**src/rtl/core/lpd_pkg.sv**
```systemverilog
`timescale 1ns / 1ps
// Shared types and constants of the length-prefixed message deframer.
// No dependencies; the parser, result register, top level and bench import this package.
package lpd_pkg;

  // Header layout: one code byte, then a 4-byte little-endian total length
  localparam logic [2:0]  HDR_BYTES    = 3'd5;
  localparam logic [2:0]  HDR_LAST_IDX = 3'd4;
  localparam logic [31:0] HDR_LEN      = 32'd5;
  // Byte count at which the 4-byte frame index is complete
  localparam logic [31:0] INDEX_DONE   = 32'd9;
  localparam int          LANES        = 4;

  // One accepted input beat
  typedef struct packed {
    logic [7:0] in_byte;
    logic       chunk_end;
  } lpd_beat_t;

  // One result beat
  typedef struct packed {
    logic [7:0]  out_byte;
    logic        is_content;
    logic [7:0]  msg_code;
    logic        msg_end;
    logic        spill;
    logic        length_error;
    logic        frame_index_valid;
    logic [31:0] frame_index;
  } lpd_result_t;

endpackage

```
**src/rtl/core/lpd_if.sv**
```systemverilog
`timescale 1ns / 1ps
// Valid/ready channel interfaces for the deframer: byte input and result output.
// Standalone; field names follow the block's input and result fields.
interface lpd_in_if;
  logic       valid;
  logic       ready;
  logic [7:0] in_byte;
  logic       chunk_end;

  modport source (output valid, output in_byte, output chunk_end, input ready);
  modport sink   (input valid, input in_byte, input chunk_end, output ready);
endinterface

interface lpd_out_if;
  logic        valid;
  logic        ready;
  logic [7:0]  out_byte;
  logic        is_content;
  logic [7:0]  msg_code;
  logic        msg_end;
  logic        spill;
  logic        length_error;
  logic        frame_index_valid;
  logic [31:0] frame_index;

  modport source (output valid, output out_byte, output is_content, output msg_code,
                  output msg_end, output spill, output length_error,
                  output frame_index_valid, output frame_index, input ready);
  modport sink   (input valid, input out_byte, input is_content, input msg_code,
                  input msg_end, input spill, input length_error,
                  input frame_index_valid, input frame_index, output ready);
endinterface

```
**src/rtl/core/lpd_parser.sv**
```systemverilog
`timescale 1ns / 1ps
// Message parser: header counter, length and frame index registers, and the
// per-beat result logic. Depends on lpd_pkg.
module lpd_parser (
  input  logic                clk,
  input  logic                rst_n,
  input  logic                step,
  input  lpd_pkg::lpd_beat_t  beat_i,
  output lpd_pkg::lpd_result_t res_o
);
  import lpd_pkg::*;

  logic [2:0]  hdr_cnt_r, hdr_cnt_nxt;
  logic [7:0]  code_r, code_nxt;
  logic [31:0] tot_len_r, tot_len_nxt;
  logic [31:0] rcvd_r, rcvd_nxt;
  logic [31:0] idx_acc_r, idx_acc_nxt;
  logic        idx_vld_r, idx_vld_nxt;

  logic        in_header;
  logic        msg_end;
  logic        len_err;
  logic [1:0]  len_lane;
  logic [1:0]  idx_lane;
  logic [2:0]  hdr_cnt_inc;
  logic [31:0] rcvd_inc;
  logic [31:0] rcvd_lane;

  assign in_header   = (hdr_cnt_r < HDR_BYTES);
  assign hdr_cnt_inc = hdr_cnt_r + 3'd1;
  assign rcvd_inc    = rcvd_r + 32'd1;
  assign rcvd_lane   = rcvd_r - HDR_LEN;
  assign len_lane    = hdr_cnt_r[1:0] - 2'd1;
  assign idx_lane    = rcvd_lane[1:0];

  // Advance header/content state for one beat
  always_comb begin
    hdr_cnt_nxt = hdr_cnt_r;
    code_nxt    = code_r;
    tot_len_nxt = tot_len_r;
    rcvd_nxt    = rcvd_r;
    idx_acc_nxt = idx_acc_r;
    idx_vld_nxt = idx_vld_r;
    msg_end     = 1'b0;
    len_err     = 1'b0;
    if (in_header) begin
      if (hdr_cnt_r == 3'd0) begin
        code_nxt    = beat_i.in_byte;
        tot_len_nxt = '0;
        idx_acc_nxt = '0;
        idx_vld_nxt = 1'b0;
      end else begin
        for (int i = 0; i < LANES; i++) begin
          if (len_lane == 2'(i)) begin
            tot_len_nxt[i*8 +: 8] = tot_len_r[i*8 +: 8] | beat_i.in_byte;
          end
        end
      end
      hdr_cnt_nxt = hdr_cnt_inc;
      rcvd_nxt    = {29'd0, hdr_cnt_inc};
      if (hdr_cnt_r == HDR_LAST_IDX && tot_len_nxt <= HDR_LEN) begin
        msg_end = 1'b1;
        len_err = (tot_len_nxt < HDR_LEN);
      end
    end else begin
      // Gather the first four content bytes as the frame index
      if (rcvd_r < INDEX_DONE) begin
        for (int i = 0; i < LANES; i++) begin
          if (idx_lane == 2'(i)) begin
            idx_acc_nxt[i*8 +: 8] = idx_acc_r[i*8 +: 8] | beat_i.in_byte;
          end
        end
        if (rcvd_inc == INDEX_DONE) begin
          idx_vld_nxt = 1'b1;
        end
      end
      rcvd_nxt = rcvd_inc;
      msg_end  = (rcvd_inc >= tot_len_r);
    end
    // Drop back to header parsing once the message completes
    if (msg_end) begin
      hdr_cnt_nxt = '0;
      rcvd_nxt    = '0;
    end
  end

  // Build the result beat from the updated state
  always_comb begin
    res_o.out_byte          = beat_i.in_byte;
    res_o.is_content        = !in_header;
    res_o.msg_code          = code_nxt;
    res_o.msg_end           = msg_end;
    res_o.spill             = msg_end && !beat_i.chunk_end;
    res_o.length_error      = len_err;
    res_o.frame_index_valid = idx_vld_nxt;
    res_o.frame_index       = idx_vld_nxt ? idx_acc_nxt : '0;
  end

  // Hold state between beats, advance on each accepted beat
  always_ff @(posedge clk) begin
    if (!rst_n) begin
      hdr_cnt_r <= '0;
      code_r    <= '0;
      tot_len_r <= '0;
      rcvd_r    <= '0;
      idx_acc_r <= '0;
      idx_vld_r <= 1'b0;
    end else if (step) begin
      hdr_cnt_r <= hdr_cnt_nxt;
      code_r    <= code_nxt;
      tot_len_r <= tot_len_nxt;
      rcvd_r    <= rcvd_nxt;
      idx_acc_r <= idx_acc_nxt;
      idx_vld_r <= idx_vld_nxt;
    end
  end

endmodule

```
**src/rtl/core/lpd_out_stage.sv**
```systemverilog
`timescale 1ns / 1ps
// Result register: holds one result beat until the receiver takes it.
// Depends on lpd_pkg.
module lpd_out_stage (
  input  logic                 clk,
  input  logic                 rst_n,
  input  logic                 load,
  input  lpd_pkg::lpd_result_t res_i,
  output logic                 ready_o,
  output logic                 valid_o,
  input  logic                 out_ready,
  output lpd_pkg::lpd_result_t res_o
);
  import lpd_pkg::*;

  logic        valid_r;
  lpd_result_t data_r;

  // Take a new beat when empty or when the held beat leaves this cycle
  assign ready_o = !valid_r || out_ready;
  assign valid_o = valid_r;
  assign res_o   = data_r;

  always_ff @(posedge clk) begin
    if (!rst_n) begin
      valid_r <= 1'b0;
    end else if (ready_o) begin
      valid_r <= load;
    end
  end

  // Payload: load only, no reset
  always_ff @(posedge clk) begin
    if (load) begin
      data_r <= res_i;
    end
  end

endmodule

```
**src/rtl/core/length_prefixed_message_deframer.sv**
```systemverilog
`timescale 1ns / 1ps
// Length-prefixed message deframer, top level.
// Input channel in_ch carries one stream byte per beat plus a chunk_end flag.
// Each message is a code byte, a 4-byte little-endian total length (header
// included), then content. The result channel out_ch returns one beat per
// input beat: the byte, header/content flag, message code, end-of-message,
// spill (message ended before its chunk did), length error (length below 5)
// and the frame index made of the first four content bytes.
// The result is valid in the cycle after input accept; one byte per cycle
// sustained while out_ch.ready is high. The rate is set by the single result
// register: the parser state updates in the accepting cycle and the result
// lands in that register. A new beat is taken while the held result leaves in
// the same cycle. Receiver stall: the result register holds its beat and
// in_ch.ready drops until out_ch.ready returns; no beat is lost or repeated.
// Reset (rst_n low, synchronous): the parser waits for a code byte, the
// frame index clears and no result is pending.
// Depends on lpd_pkg, lpd_if, lpd_parser and lpd_out_stage.
module length_prefixed_message_deframer (
  input  logic clk,
  input  logic rst_n,
  lpd_in_if.sink    in_ch,
  lpd_out_if.source out_ch
);
  import lpd_pkg::*;

  logic        step;
  logic        stage_ready;
  logic        stage_valid;
  lpd_beat_t   beat;
  lpd_result_t res_comb;
  lpd_result_t res_held;

  assign in_ch.ready = stage_ready;
  assign step        = in_ch.valid && stage_ready;
  assign beat        = '{in_byte: in_ch.in_byte, chunk_end: in_ch.chunk_end};

  lpd_parser u_parser (
    .clk    (clk),
    .rst_n  (rst_n),
    .step   (step),
    .beat_i (beat),
    .res_o  (res_comb)
  );

  lpd_out_stage u_out_stage (
    .clk       (clk),
    .rst_n     (rst_n),
    .load      (step),
    .res_i     (res_comb),
    .ready_o   (stage_ready),
    .valid_o   (stage_valid),
    .out_ready (out_ch.ready),
    .res_o     (res_held)
  );

  // Drive the result channel from the held beat
  assign out_ch.valid             = stage_valid;
  assign out_ch.out_byte          = res_held.out_byte;
  assign out_ch.is_content        = res_held.is_content;
  assign out_ch.msg_code          = res_held.msg_code;
  assign out_ch.msg_end           = res_held.msg_end;
  assign out_ch.spill             = res_held.spill;
  assign out_ch.length_error      = res_held.length_error;
  assign out_ch.frame_index_valid = res_held.frame_index_valid;
  assign out_ch.frame_index       = res_held.frame_index;

endmodule

```
**src/flat_wrapper.sv**
```systemverilog
// flat-port wrapper written by rule: the top's interface ports become plain ports
module length_prefixed_message_deframer_flat import lpd_pkg::*;
  (clk, rst_n, in_ch_valid, in_ch_in_byte, in_ch_chunk_end, in_ch_ready, out_ch_valid, out_ch_out_byte, out_ch_is_content, out_ch_msg_code, out_ch_msg_end, out_ch_spill, out_ch_length_error, out_ch_frame_index_valid, out_ch_frame_index, out_ch_ready);
  lpd_in_if in_ch_i ();
  lpd_out_if out_ch_i ();
  input  logic clk;
  input  logic rst_n;
  input wire logic [$bits(in_ch_i.valid)-1:0] in_ch_valid;
  input wire logic [$bits(in_ch_i.in_byte)-1:0] in_ch_in_byte;
  input wire logic [$bits(in_ch_i.chunk_end)-1:0] in_ch_chunk_end;
  output wire logic [$bits(in_ch_i.ready)-1:0] in_ch_ready;
  output wire logic [$bits(out_ch_i.valid)-1:0] out_ch_valid;
  output wire logic [$bits(out_ch_i.out_byte)-1:0] out_ch_out_byte;
  output wire logic [$bits(out_ch_i.is_content)-1:0] out_ch_is_content;
  output wire logic [$bits(out_ch_i.msg_code)-1:0] out_ch_msg_code;
  output wire logic [$bits(out_ch_i.msg_end)-1:0] out_ch_msg_end;
  output wire logic [$bits(out_ch_i.spill)-1:0] out_ch_spill;
  output wire logic [$bits(out_ch_i.length_error)-1:0] out_ch_length_error;
  output wire logic [$bits(out_ch_i.frame_index_valid)-1:0] out_ch_frame_index_valid;
  output wire logic [$bits(out_ch_i.frame_index)-1:0] out_ch_frame_index;
  input wire logic [$bits(out_ch_i.ready)-1:0] out_ch_ready;
  assign in_ch_i.valid = in_ch_valid;
  assign in_ch_i.in_byte = in_ch_in_byte;
  assign in_ch_i.chunk_end = in_ch_chunk_end;
  assign in_ch_ready = in_ch_i.ready;
  assign out_ch_valid = out_ch_i.valid;
  assign out_ch_out_byte = out_ch_i.out_byte;
  assign out_ch_is_content = out_ch_i.is_content;
  assign out_ch_msg_code = out_ch_i.msg_code;
  assign out_ch_msg_end = out_ch_i.msg_end;
  assign out_ch_spill = out_ch_i.spill;
  assign out_ch_length_error = out_ch_i.length_error;
  assign out_ch_frame_index_valid = out_ch_i.frame_index_valid;
  assign out_ch_frame_index = out_ch_i.frame_index;
  assign out_ch_i.ready = out_ch_ready;
  length_prefixed_message_deframer u_core (.clk(clk), .rst_n(rst_n), .in_ch(in_ch_i), .out_ch(out_ch_i));
endmodule
```
**config.mk**
```make
export PLATFORM = sky130hd
export DESIGN_NAME = length_prefixed_message_deframer_flat
export DESIGN_NICKNAME = d
export VERILOG_FILES = /design/src/rtl/core/lpd_pkg.sv /design/src/rtl/core/lpd_if.sv /design/src/rtl/core/lpd_parser.sv /design/src/rtl/core/lpd_out_stage.sv /design/src/rtl/core/length_prefixed_message_deframer.sv /design/src/flat_wrapper.sv
export SDC_FILE = /design/constraint.sdc
export NUM_CORES = 1
export LEC_CHECK = 0
export ABC_AREA = 1
export ABC_CLOCK_PERIOD_IN_PS = 3000
export BUFFER_PORTS_ARGS = -buffer_cell sky130_fd_sc_hd__clkbuf_2
export CAP_MARGIN = 25
export CORE_ASPECT_RATIO = 1.5
export CORE_MARGIN = 8
export CORE_UTILIZATION = 55
export CTS_CLUSTER_SIZE = 24
export DETAILED_ROUTE_END_ITERATION = 10
export PLACE_DENSITY = 0.76
export SETUP_SLACK_MARGIN = 0.4
export SLEW_MARGIN = 20
export SYNTH_ARGS = -nofsm -noshare
export SYNTH_HDL_FRONTEND = slang
export SYNTH_SLANG_ARGS = --single-unit
```
**constraint.sdc**
```tcl
create_clock -name clk -period 3 [get_ports clk]
set_input_delay 0 -clock clk [delete_from_list [all_inputs] [get_ports clk]]
set_output_delay 0 -clock clk [all_outputs]
set_load 0.05 [all_outputs]
```
==> run metrics, run 1 <==
status finished with violations; failing checks negative setup slack; initial antenna violation count 0; Setup crit end kind register; vias in the first global route 8,110; drt drc 0; hold slack about 0.15 ns; H-Tree Level Count 4; grt total ovfl 0; synthesis-stage register bit count 162; fin util just under 70%; Placed Cells between 1k and 1.5k; Fin. Hold Viols 0; share of cells above drive strength 1 roughly 22%; CTS tree done; HP Class primary input to register; number of port buffers 67; die area slightly above 20,000 sq um; post-synth cell types 36; gpl congestion between 0.9 and 1; Slew @ Worst Pin ~0.67 ns; Initial Util between 50% and 60%; Finished Layout Cells 1,540; CP arrival between 3 and 4 ns; final setup fails 1; Warnings, synthesis 0; Post-Syn Instances between 1k and 1.5k; TNS Setup -0.0119 ns; Reg-to-Reg Start u_core.u_parser.rcvd_r[1]; commonest non-fill, non-tap cells in the layout 259 x nand2_1, 193 x inv_1, 106 x a21oi_1, 100 x dfxtp_1, 94 x o21ai_0; clk_lat worst skew 0.43 ns; detailed-route via count approximately 8.3k; Worst R2R End u_core.u_parser.rcvd_r[22]; Inserted Diodes 0; Max clock buf depth 2; sequential cell area fraction in the yosys report between 40% and 50%; syn nets around 1.3k; final wirelength ~25,000 microns; global-route wire length before repair between 30,000 and 40,000 microns; Worst EP required 3.36 ns; register area 3790 sq um; CP Class register to register; Worst-path clk slew around 0.07 ns; VDD IR-drop max 340 uV; max-slew violation count 0; Max Cap Viol 0; core footprint 16,000 sq um; slack of the critical path -0.0119 ns; most common cell after layout, fill and taps aside nand2_1; detailed-placement wirelength estimate 17,000 microns; clk sink count between 150 and 200; fillcell total 1,286; clock buffer count from CTS 17; worst setup path end u_core.u_parser.rcvd_r[22]; r2r setup slk -0.01 ns; drt pass-1 iters 5; Crit-path slowest cell dfxtp_4; Multi-input gate area about 4400 sq um; launch point of the critical path u_core.u_parser.rcvd_r[1]; slowest stage delay, CP about 0.38 ns; Setup crit start kind register; area of the mapped netlist 8950 sq um; PD cells a little under 500 nW/um^2; critical-path cell list ha_4, nand2_4, nor2_4, nand2_4, nor2_8, nand2_4, nor4_4, xor2_2, ha_1, nand2_2, nor2_2, nor3b_2, nand2_1, nor2_2, nand3_2, nor2_4, buf_4, buf_16, nand2_1, a21oi_1; Worst Path Max Fanout 14; cell mode on critical path nand2_4; largest net degree at the start of global routing 68; IO Pins between 60 and 70; die width between 100 and 150 microns; root buf cell clkbuf_16; fmax roughly 330 MHz; # rows 57; DR WL/cell 16.1 microns; Total GRT Usage 24.0%; Pleak ~5 nW; Die Ht 172 microns; fin crit share 100%; clk_skew between 0.01 and 0.015 ns; Power Total about 5.4 mW; vias per cell 5.40; post-place instance area approximately 10000 sq um; antenna-violating nets left 0; Avg Cell Area, Syn approximately 7.5 sq um; setup slack at placement -0.0392 ns; unrepaired setup endpoints after global routing true; Final Critical Period ~3 ns; HP Start rst_n; DR iter-0 viols between 600 and 700; Worst slew margin between 50% and 60%; synth-to-layout area growth 22.4%; worst r2r path cells 20; # nets final 1,377; post-route cell area between 10,000 and 15,000 sq um
## report_power, final
group / switching, mW / internal [mW]
clock: 1.05 / 1.12
sequential: 0.0462 / 2.38
combinational: 0.607 / 0.225
total: 1.71 / 3.72
## routing by layer
layer | wire (microns) | global-route usage, % | up-vias
met2 | 12600 | 43.0 | 326
met5 | 0 | 0 | -
met1 | 9130 | 26.0 | 3807
li1 | - | - | 4093
met3 | 1510 | 3.59 | 87
met4 | 1500 | 15.4 | 0
## timing repair
item / CTS / global route
endpoints found under the setup margin: 47 / 90
hold endpoints to repair: 10 / 0
pin swaps: 9 / 6
setup buffers: 4 / 5
resized for setup: 20 / 37
hold buffers: 10 / 0
gates cloned: 2 / 0
## worst max-delay path, delay by kind of cell, from the launching register on
kind                       cells  cell delay, ns
buffers and inverters          2            0.28
DFF                            1            0.38
AOI/OAI and AO/OA              1            0.12
adders and majority gates      2            0.43
and+or+nand+nor               14            1.50
xor gates and xnor gates       1            0.21
## logic make-up (layout without fill, tap and decap cells)
kind of cell | count (synthesis) | count (layout) | share of synthesized area, %
AND/OR/NAND/NOR | 472 | 472 | 24.2
flip-flops | 162 | 162 | 42.2
buffers and inverters | 247 | 386 | 11.0
adder cells (fa/ha/maj) | 43 | 43 | 6.01
multiplexers | 1 | 1 | 0.112
AO/OA/AOI/OAI | 249 | 249 | 14.5
XOR/XNOR | 21 | 21 | 2.05
## worst min path at each step
stage / endpoint / slack [ns] / depth (start not counted)
after CTS: u_core.u_parser.code_r[0] / 0.13 / 4
after detailed placement: u_core.u_out_stage.res_o[34] / 0.28 / 2
final: u_core.u_parser.tot_len_r[25] / 0.15 / 4
after global placement: u_core.u_out_stage.res_o[34] / 0.28 / 2
after floorplan: u_core.u_out_stage.res_o[45] / 0.1 / 0
after global routing: u_core.u_parser.tot_len_r[24] / 0.19 / 4
## cell usage after synthesis (all sizes together)
master	number	area, sq um
nand2	282	1080
xor2	14	123
a21o	1	7.51
edfxtp	53	1590
o21ai	94	470
dfxtp	109	2180
a21oi	119	596
inv	197	742
mux2i	1	10.0
o21bai	2	15.0
nor3	6	30.0
nand3b	2	15.0
nand4	17	106
nor2	128	707
xnor2	7	61.3
buf	13	101
nand3	31	170
and2	1	6.26
o21a	1	7.51
clkbuf	37	139
ha	43	538
o22ai	32	200
nor3b	1	7.51
nor4	4	46.3
## registers in the layout (all words and copies together) (netlist names)
name                        count
u_core.u_parser.rcvd_r         32
u_core.u_parser.tot_len_r      32
u_core.u_parser.idx_acc_r      32
u_core.u_parser.idx_vld_r       1
u_core.u_parser.hdr_cnt_r       3
u_core.u_parser.code_r          8
u_core.u_out_stage.res_o       53
u_core.u_out_stage.valid_o      1
## layout make-up
class                      instances  share of cell area (%)
clock buffer                      17                    3.88
multi-input combinational        786                    40.3
inverter                         197                    6.77
clock inverter                    15                    1.51
tap                              206                    2.35
sequential                       162                    34.6
timing repair buffer             157                    10.5
Power figures use the tool's default switching activity.
==> run 2: changes to the inputs <==
Settings changed: CORE_MARGIN 8 to not set.
==> run 2 against run 1 <==
Against the previous run:
- final area rose by 1.5%
- largest power group unchanged
- sequential power barely moved
- the run still ends with negative setup slack left
- utilization rose by 2.3 points
- sequential cell count did not move
- worst setup slack got worse by 0.23 ns
- highest routed layer unchanged
- clock power barely moved
==> run metrics, run 2 (synthesized netlist as in run 1, its figures left out) <==
Worst slew margin 59.4%; CP Class register to register; max-slew violation count 0; Worst EP required around 3.4 ns; most common cell after layout, fill and taps aside nand2_1; commonest non-fill, non-tap cells in the layout 248 x nand2_1, 192 x inv_1, 103 x a21oi_1, 94 x o21ai_0, 93 x dfxtp_1; Slew @ Worst Pin 0.608 ns; Reg-to-Reg Start u_core.u_parser.rcvd_r[8]; Max Cap Viol 0; cell mode on critical path nor2_4; gpl congestion about 0.96; vias in the first global route around 8k; DR WL/cell about 16 microns; Pleak a little over 5 nW; Final Critical Period ~3.2 ns; initial antenna violation count 0; die area between 15,000 and 20,000 sq um; die width about 110 microns; hold slack ~0.06 ns; Setup crit start kind register; Max clock buf depth 2; clock buffer count from CTS 17; Comb power frac between 15 and 20%; drt drc 0; Inserted Diodes 0; Finished Layout Cells approximately 1.5k; Crit-path slowest cell dfxtp_2; final wirelength between 20,000 and 25,000 microns; antenna-violating nets left 0; number of port buffers 67; DR iter-0 viols between 600 and 700; CTS tree done; internal power approximately 3.8 mW; Die Ht roughly 160 microns; CP arrival 3.61 ns; Net Switching 1.66 mW; Placed Cells roughly 1.5k; root buf cell clkbuf_16; core footprint 15,800 sq um; Clock power frac about 40%; slowest stage delay, CP 0.36 ns; failing checks negative setup slack; fillcell total about 1.2k; # nets final 1,376; Total GRT Usage between 20% and 30%; clk_skew between 0.007 and 0.008 ns; critical-path cell list nand2_2, nor2_4, nand2_2, nor2_4, nand2_2, nor4_4, xor2_1, ha_1, a21oi_2, nor2_2, nor3b_2, nand2_1, nor2_4, nand3_4, nor2_4, buf_6, buf_16, nand2_1, a21oi_2; Worst Path Max Fanout 7; Worst-path clk slew 0.07 ns; Setup crit end kind register; detailed-route via count approximately 8.4k; Fin. Hold Viols 0; final setup fails 37; Reg power frac between 40 and 50%; global-route wire length before repair approximately 37,000 microns; fin crit share 108%; sw frac a little under a third; vias per cell about 5.5; status finished with violations; fmax 308 MHz; grt total ovfl 0; unrepaired setup endpoints after global routing true; clk_lat worst skew 0.43 ns; HP Start in_ch_valid; Initial Util 56.8%; fin util between 70% and 80%; clk sink count ~160; HP Class primary input to register; PD cells about 490 nW/um^2; largest net degree at the start of global routing 68; Power Total around 5.4 mW; H-Tree Level Count 4; max reg flops 53; VDD IR-drop max 336 uV; detailed-placement wirelength estimate 16,200 microns; launch point of the critical path u_core.u_parser.rcvd_r[8]; synth-to-layout area growth 24.2%; share of cells above drive strength 1 approximately a quarter; drt pass-1 iters 5; IO Pins 68; slack of the critical path -0.242 ns; # rows 56
-- run 2: cell types whose count changed in the layout (fill, tap and decap cells not counted), moves of 5 or more --
cell,delta
dfxtp_1,-7
dfxtp_2,+6
nand2_1,-11
nand2_2,+9
nor2_1,-8
nor2_4,+5
-- run 2: final cells by class --
class,instances,area [sq um],share of cell area [%]
multi-input combinational,786,4570,41.1
sequential,162,3800,34.2
timing repair buffer,154,1130,10.1
inverter,197,752,6.76
clock buffer,19,464,4.18
tap,203,254,2.29
clock inverter,13,130,1.17
timing repair inverter,2,20.0,0.180
-- run 2: power by group through the flow --
stage | registers, mW | clock network (mW) | logic (mW)
after floorplan | 2.62 | 0 | 0.433
after global placement | 2.47 | 0 | 0.764
after detailed placement | 2.48 | 0 | 0.781
after CTS | 2.43 | 2.20 | 0.805
after global routing | 2.44 | 2.28 | 0.902
final | 2.43 | 2.18 | 0.832
-- run 2: per-layer routing --
layer  vias up  track usage [%]  share of wire (%)
li1       4089                -                  -
met1      3874             29.6                 37
met2       355             52.4                 51
met3       119             5.56                5.1
met4         0             17.7                6.4
met5         -                0                  0
-- run 2: through the flow --
stage / area (sq um) / setup WS, ns / setup TNS [ns]
floorplan: 9010 / 0.156 / 0
global placement: 9860 / 0.0131 / 0
detailed placement: 9860 / -0.0998 / -2.34
CTS: 10700 / 0.00299 / 0
global route: 11100 / -0.376 / -12.24
finish: 11100 / -0.242 / -6.91
-- run 2: worst max-delay path, delay by kind of cell, from the launching register on --
| family | cells | cell delay (ns) |
|---|---|---|
| simple gates | 13 | 1.71 |
| xor+xnor | 1 | 0.24 |
| flops | 1 | 0.36 |
| compound gates | 2 | 0.29 |
| buf+inv | 2 | 0.26 |
| fa+ha+maj | 1 | 0.31 |
-- run 2: final timing paths --
check | end | slack [ns] | cells past startpoint
worst max-delay path | u_core.u_parser.rcvd_r[30] | -0.24 | 19
worst min-delay path | u_core.u_out_stage.valid_o | 0.06 | 3
worst min register to register | u_core.u_parser.rcvd_r[11] | 0.49 | 2
worst max register to register | u_core.u_parser.rcvd_r[30] | -0.24 | 19
-- run 2: what timing repair did --
action | CTS | global route
pin swaps | 7 | 35
gates cloned | 2 | 2
gates resized for setup | 22 | 86
hold buffers | 10 | 0
setup buffers | 6 | 8
endpoints found under the hold margin | 11 | 0
setup endpoints to repair | 69 | 73
==> run 3: changes to the inputs <==
--- a/config.mk
+++ b/config.mk
@@ -11,8 +11,10 @@
 export CAP_MARGIN = 25
 export CORE_ASPECT_RATIO = 1.5
-export CORE_UTILIZATION = 55
+export CORE_UTILIZATION = 57
+export CTS_BUF_LIST = sky130_fd_sc_hd__clkbuf_2
+export CTS_CLUSTER_DIAMETER = 80
 export CTS_CLUSTER_SIZE = 24
 export DETAILED_ROUTE_END_ITERATION = 10
-export PLACE_DENSITY = 0.76
+export PLACE_DENSITY = 0.78
 export SETUP_SLACK_MARGIN = 0.4
 export SLEW_MARGIN = 20
==> constraint.sdc (replaced) <==
create_clock -name clk -period 3 [get_ports clk]
set_input_delay 0.3 -clock clk [delete_from_list [all_inputs] [get_ports clk]]
set_output_delay 0.3 -clock clk [all_outputs]
set_load 0.05 [all_outputs]
==> run 3 against run 2 <==
Against the previous run:
- the flow still finishes with violations (negative setup slack)
- clock power is 39% lower
- die area is 3.5% lower
- fmax is 2.2% lower
- cell count is 1.7% higher
- sequential cell count stayed put
- worst hold slack better by 0.27 ns
- via count is 3.4% higher
- utilization is 2.3 points higher
- critical path depth is 1 higher
- clock skew is 0.028 ns higher
- global-route usage is 1.7 points higher
- final area is 0.45% lower
- critical endpoint is now u_core.u_parser.hdr_cnt_r[2]
==> run metrics, run 3 (synthesized netlist as in run 1, its figures left out) <==
status finished with violations; failing checks negative setup slack; PD cells ~420 nW/um^2; VDD IR-drop max just over 300 uV; Worst-path clk slew 0.26 ns; commonest non-fill, non-tap cells in the layout 255 x nand2_1, 192 x inv_1, 99 x a21oi_1, 97 x dfxtp_1, 93 x o21ai_0; Worst slew margin about half; clk sink count 162; Worst EP required 3.72 ns; Crit-path slowest cell dfxtp_4; DR WL/cell roughly 17 microns; final wirelength 25,800 microns; DR iter-0 viols roughly 660; CP arrival approximately 4.0 ns; Worst Path Max Fanout 5; fmax roughly 300 MHz; # rows 55; H-Tree Level Count 4; clk_skew between 0.03 and 0.04 ns; cell mode on critical path nand2_1; fin util between 70% and 80%; clk_lat worst skew around 0.79 ns; detailed-placement wirelength estimate about 17,000 microns; vias in the first global route ~8.0k; share of cells above drive strength 1 between 20% and 30%; root buf cell clkbuf_2; global-route wire length before repair 38,300 microns; CTS tree done; initial antenna violation count 1; Max Cap Viol 0; Pleak 5.05 nW; most common cell after layout, fill and taps aside nand2_1; IO Pins around 70; drt drc 0; Total GRT Usage a little under a third; drt pass-1 iters 7; gpl congestion between 0.9 and 1; CP Class register to register; hold slack around 0.33 ns; Die Ht around 160 microns; max-slew violation count 0; vias per cell approximately 5.6; slack of the critical path -0.314 ns; core footprint about 15,000 sq um; die width roughly 100 microns; slowest stage delay, CP approximately 0.43 ns; unrepaired setup endpoints after global routing true; Slew @ Worst Pin 0.731 ns; Final Critical Period approximately 3.3 ns; Fin. Hold Viols 0; fin crit share 110%; Crit path buffers/inverters 3; synth-to-layout area growth 23.6%; Setup crit start kind register; HP Class primary input to register; largest net degree at the start of global routing 68; Max clock buf depth 2; final setup fails 37; critical-path cell list nand2_1, nor2_1, nand2_1, nor2_4, nand2_2, nor4_2, xor2_1, ha_1, a21oi_1, nor2_2, nor3b_2, nand2_1, nor2_2, nand3_2, buf_4, buf_6, buf_6, nand2_4, nand2_1, a21oi_1; grt total ovfl 0; number of port buffers 67; die area approximately 16,000 sq um; # nets final approximately 1.4k; Initial Util about three fifths; setup slack at placement -0.132 ns; antenna-violating nets left 0; Setup crit end kind register; CP top delay family simple AND/OR/NAND/NOR gates; detailed-route via count between 8k and 9k; clock buffer count from CTS 17; max reg flops 53
[run 3: cell types whose count changed in the layout (fill, tap and decap cells not counted), moves of 9 or more]
cell / change
buf_4: +22
nor2_2: -11
clkbuf_16: -17
clkbuf_2: +17
nand2_2: -9
[run 3: stage by stage]
step / area [sq um] / total power, mW / std cells / TNS [ns]
finish: 11100 / 4.61 / 1562 / -9.75
global route: 11100 / 4.79 / 1562 / -13.15
CTS: 10700 / 4.58 / 1546 / 0
detailed placement: 9870 / 3.26 / 1477 / -3.21
global placement: 9870 / 3.23 / 1477 / 0
floorplan: 9010 / 3.05 / 1195 / 0
[run 3: routing by layer]
metal	global-route usage, %	part of all wire [%]	up-vias	wire length [microns]
li1	-	-	4148	-
met1	31.7	36	4013	9250
met2	53.8	51	414	13100
met3	5.74	5.8	146	1510
met4	21.9	7.5	0	1950
met5	0	0	-	0
[run 3: path summary, 6_finish.rpt]
kind	start	end	slack, ns	cells past startpoint
min reg2reg	u_core.u_parser.rcvd_r[11]	u_core.u_parser.rcvd_r[11]	0.51	2
max reg2reg	u_core.u_parser.rcvd_r[5]	u_core.u_parser.hdr_cnt_r[2]	-0.31	20
min	in_ch_chunk_end	u_core.u_out_stage.res_o[34]	0.33	3
max	u_core.u_parser.rcvd_r[5]	u_core.u_parser.hdr_cnt_r[2]	-0.31	20
[run 3: cell type report]
cell class                      count  area, sq um
Antenna cell                        1         2.50
Clock buffer                       17         85.1
Clock inverter                     15          194
Fill cell                        1155         4140
Inverter                          197          752
Multi-Input combinational cell    786         4590
Sequential cell                   162         3800
Tap cell                          199          249
Timing Repair Buffer              183         1360
Timing Repair inverter              2         32.5
[run 3: report_power, final]
part / total (mW) / internal [mW] / leakage (nW) / switching [mW]
clock network: 1.33 / 0.427 / 0.151 / 0.898
registers: 2.43 / 2.38 / 1.43 / 0.0457
logic: 0.858 / 0.233 / 3.47 / 0.625
[run 3: repair_timing]
action	CTS	global route
resized for setup	45	71
hold buffers	13	0
pin swaps	12	45
setup endpoints to repair	60	52
endpoints found under the hold margin	35	0
gates cloned	2	3
buffers inserted	22	12
[run 3: worst register-to-register path: cells and delay by family, from the launching register on]
kind | cells | cell delay, ns
simple gates | 13 | 1.58
buf+inv | 3 | 0.37
xor+xnor | 1 | 0.24
fa+ha+maj | 1 | 0.29
flops | 1 | 0.43
compound gates | 2 | 0.34
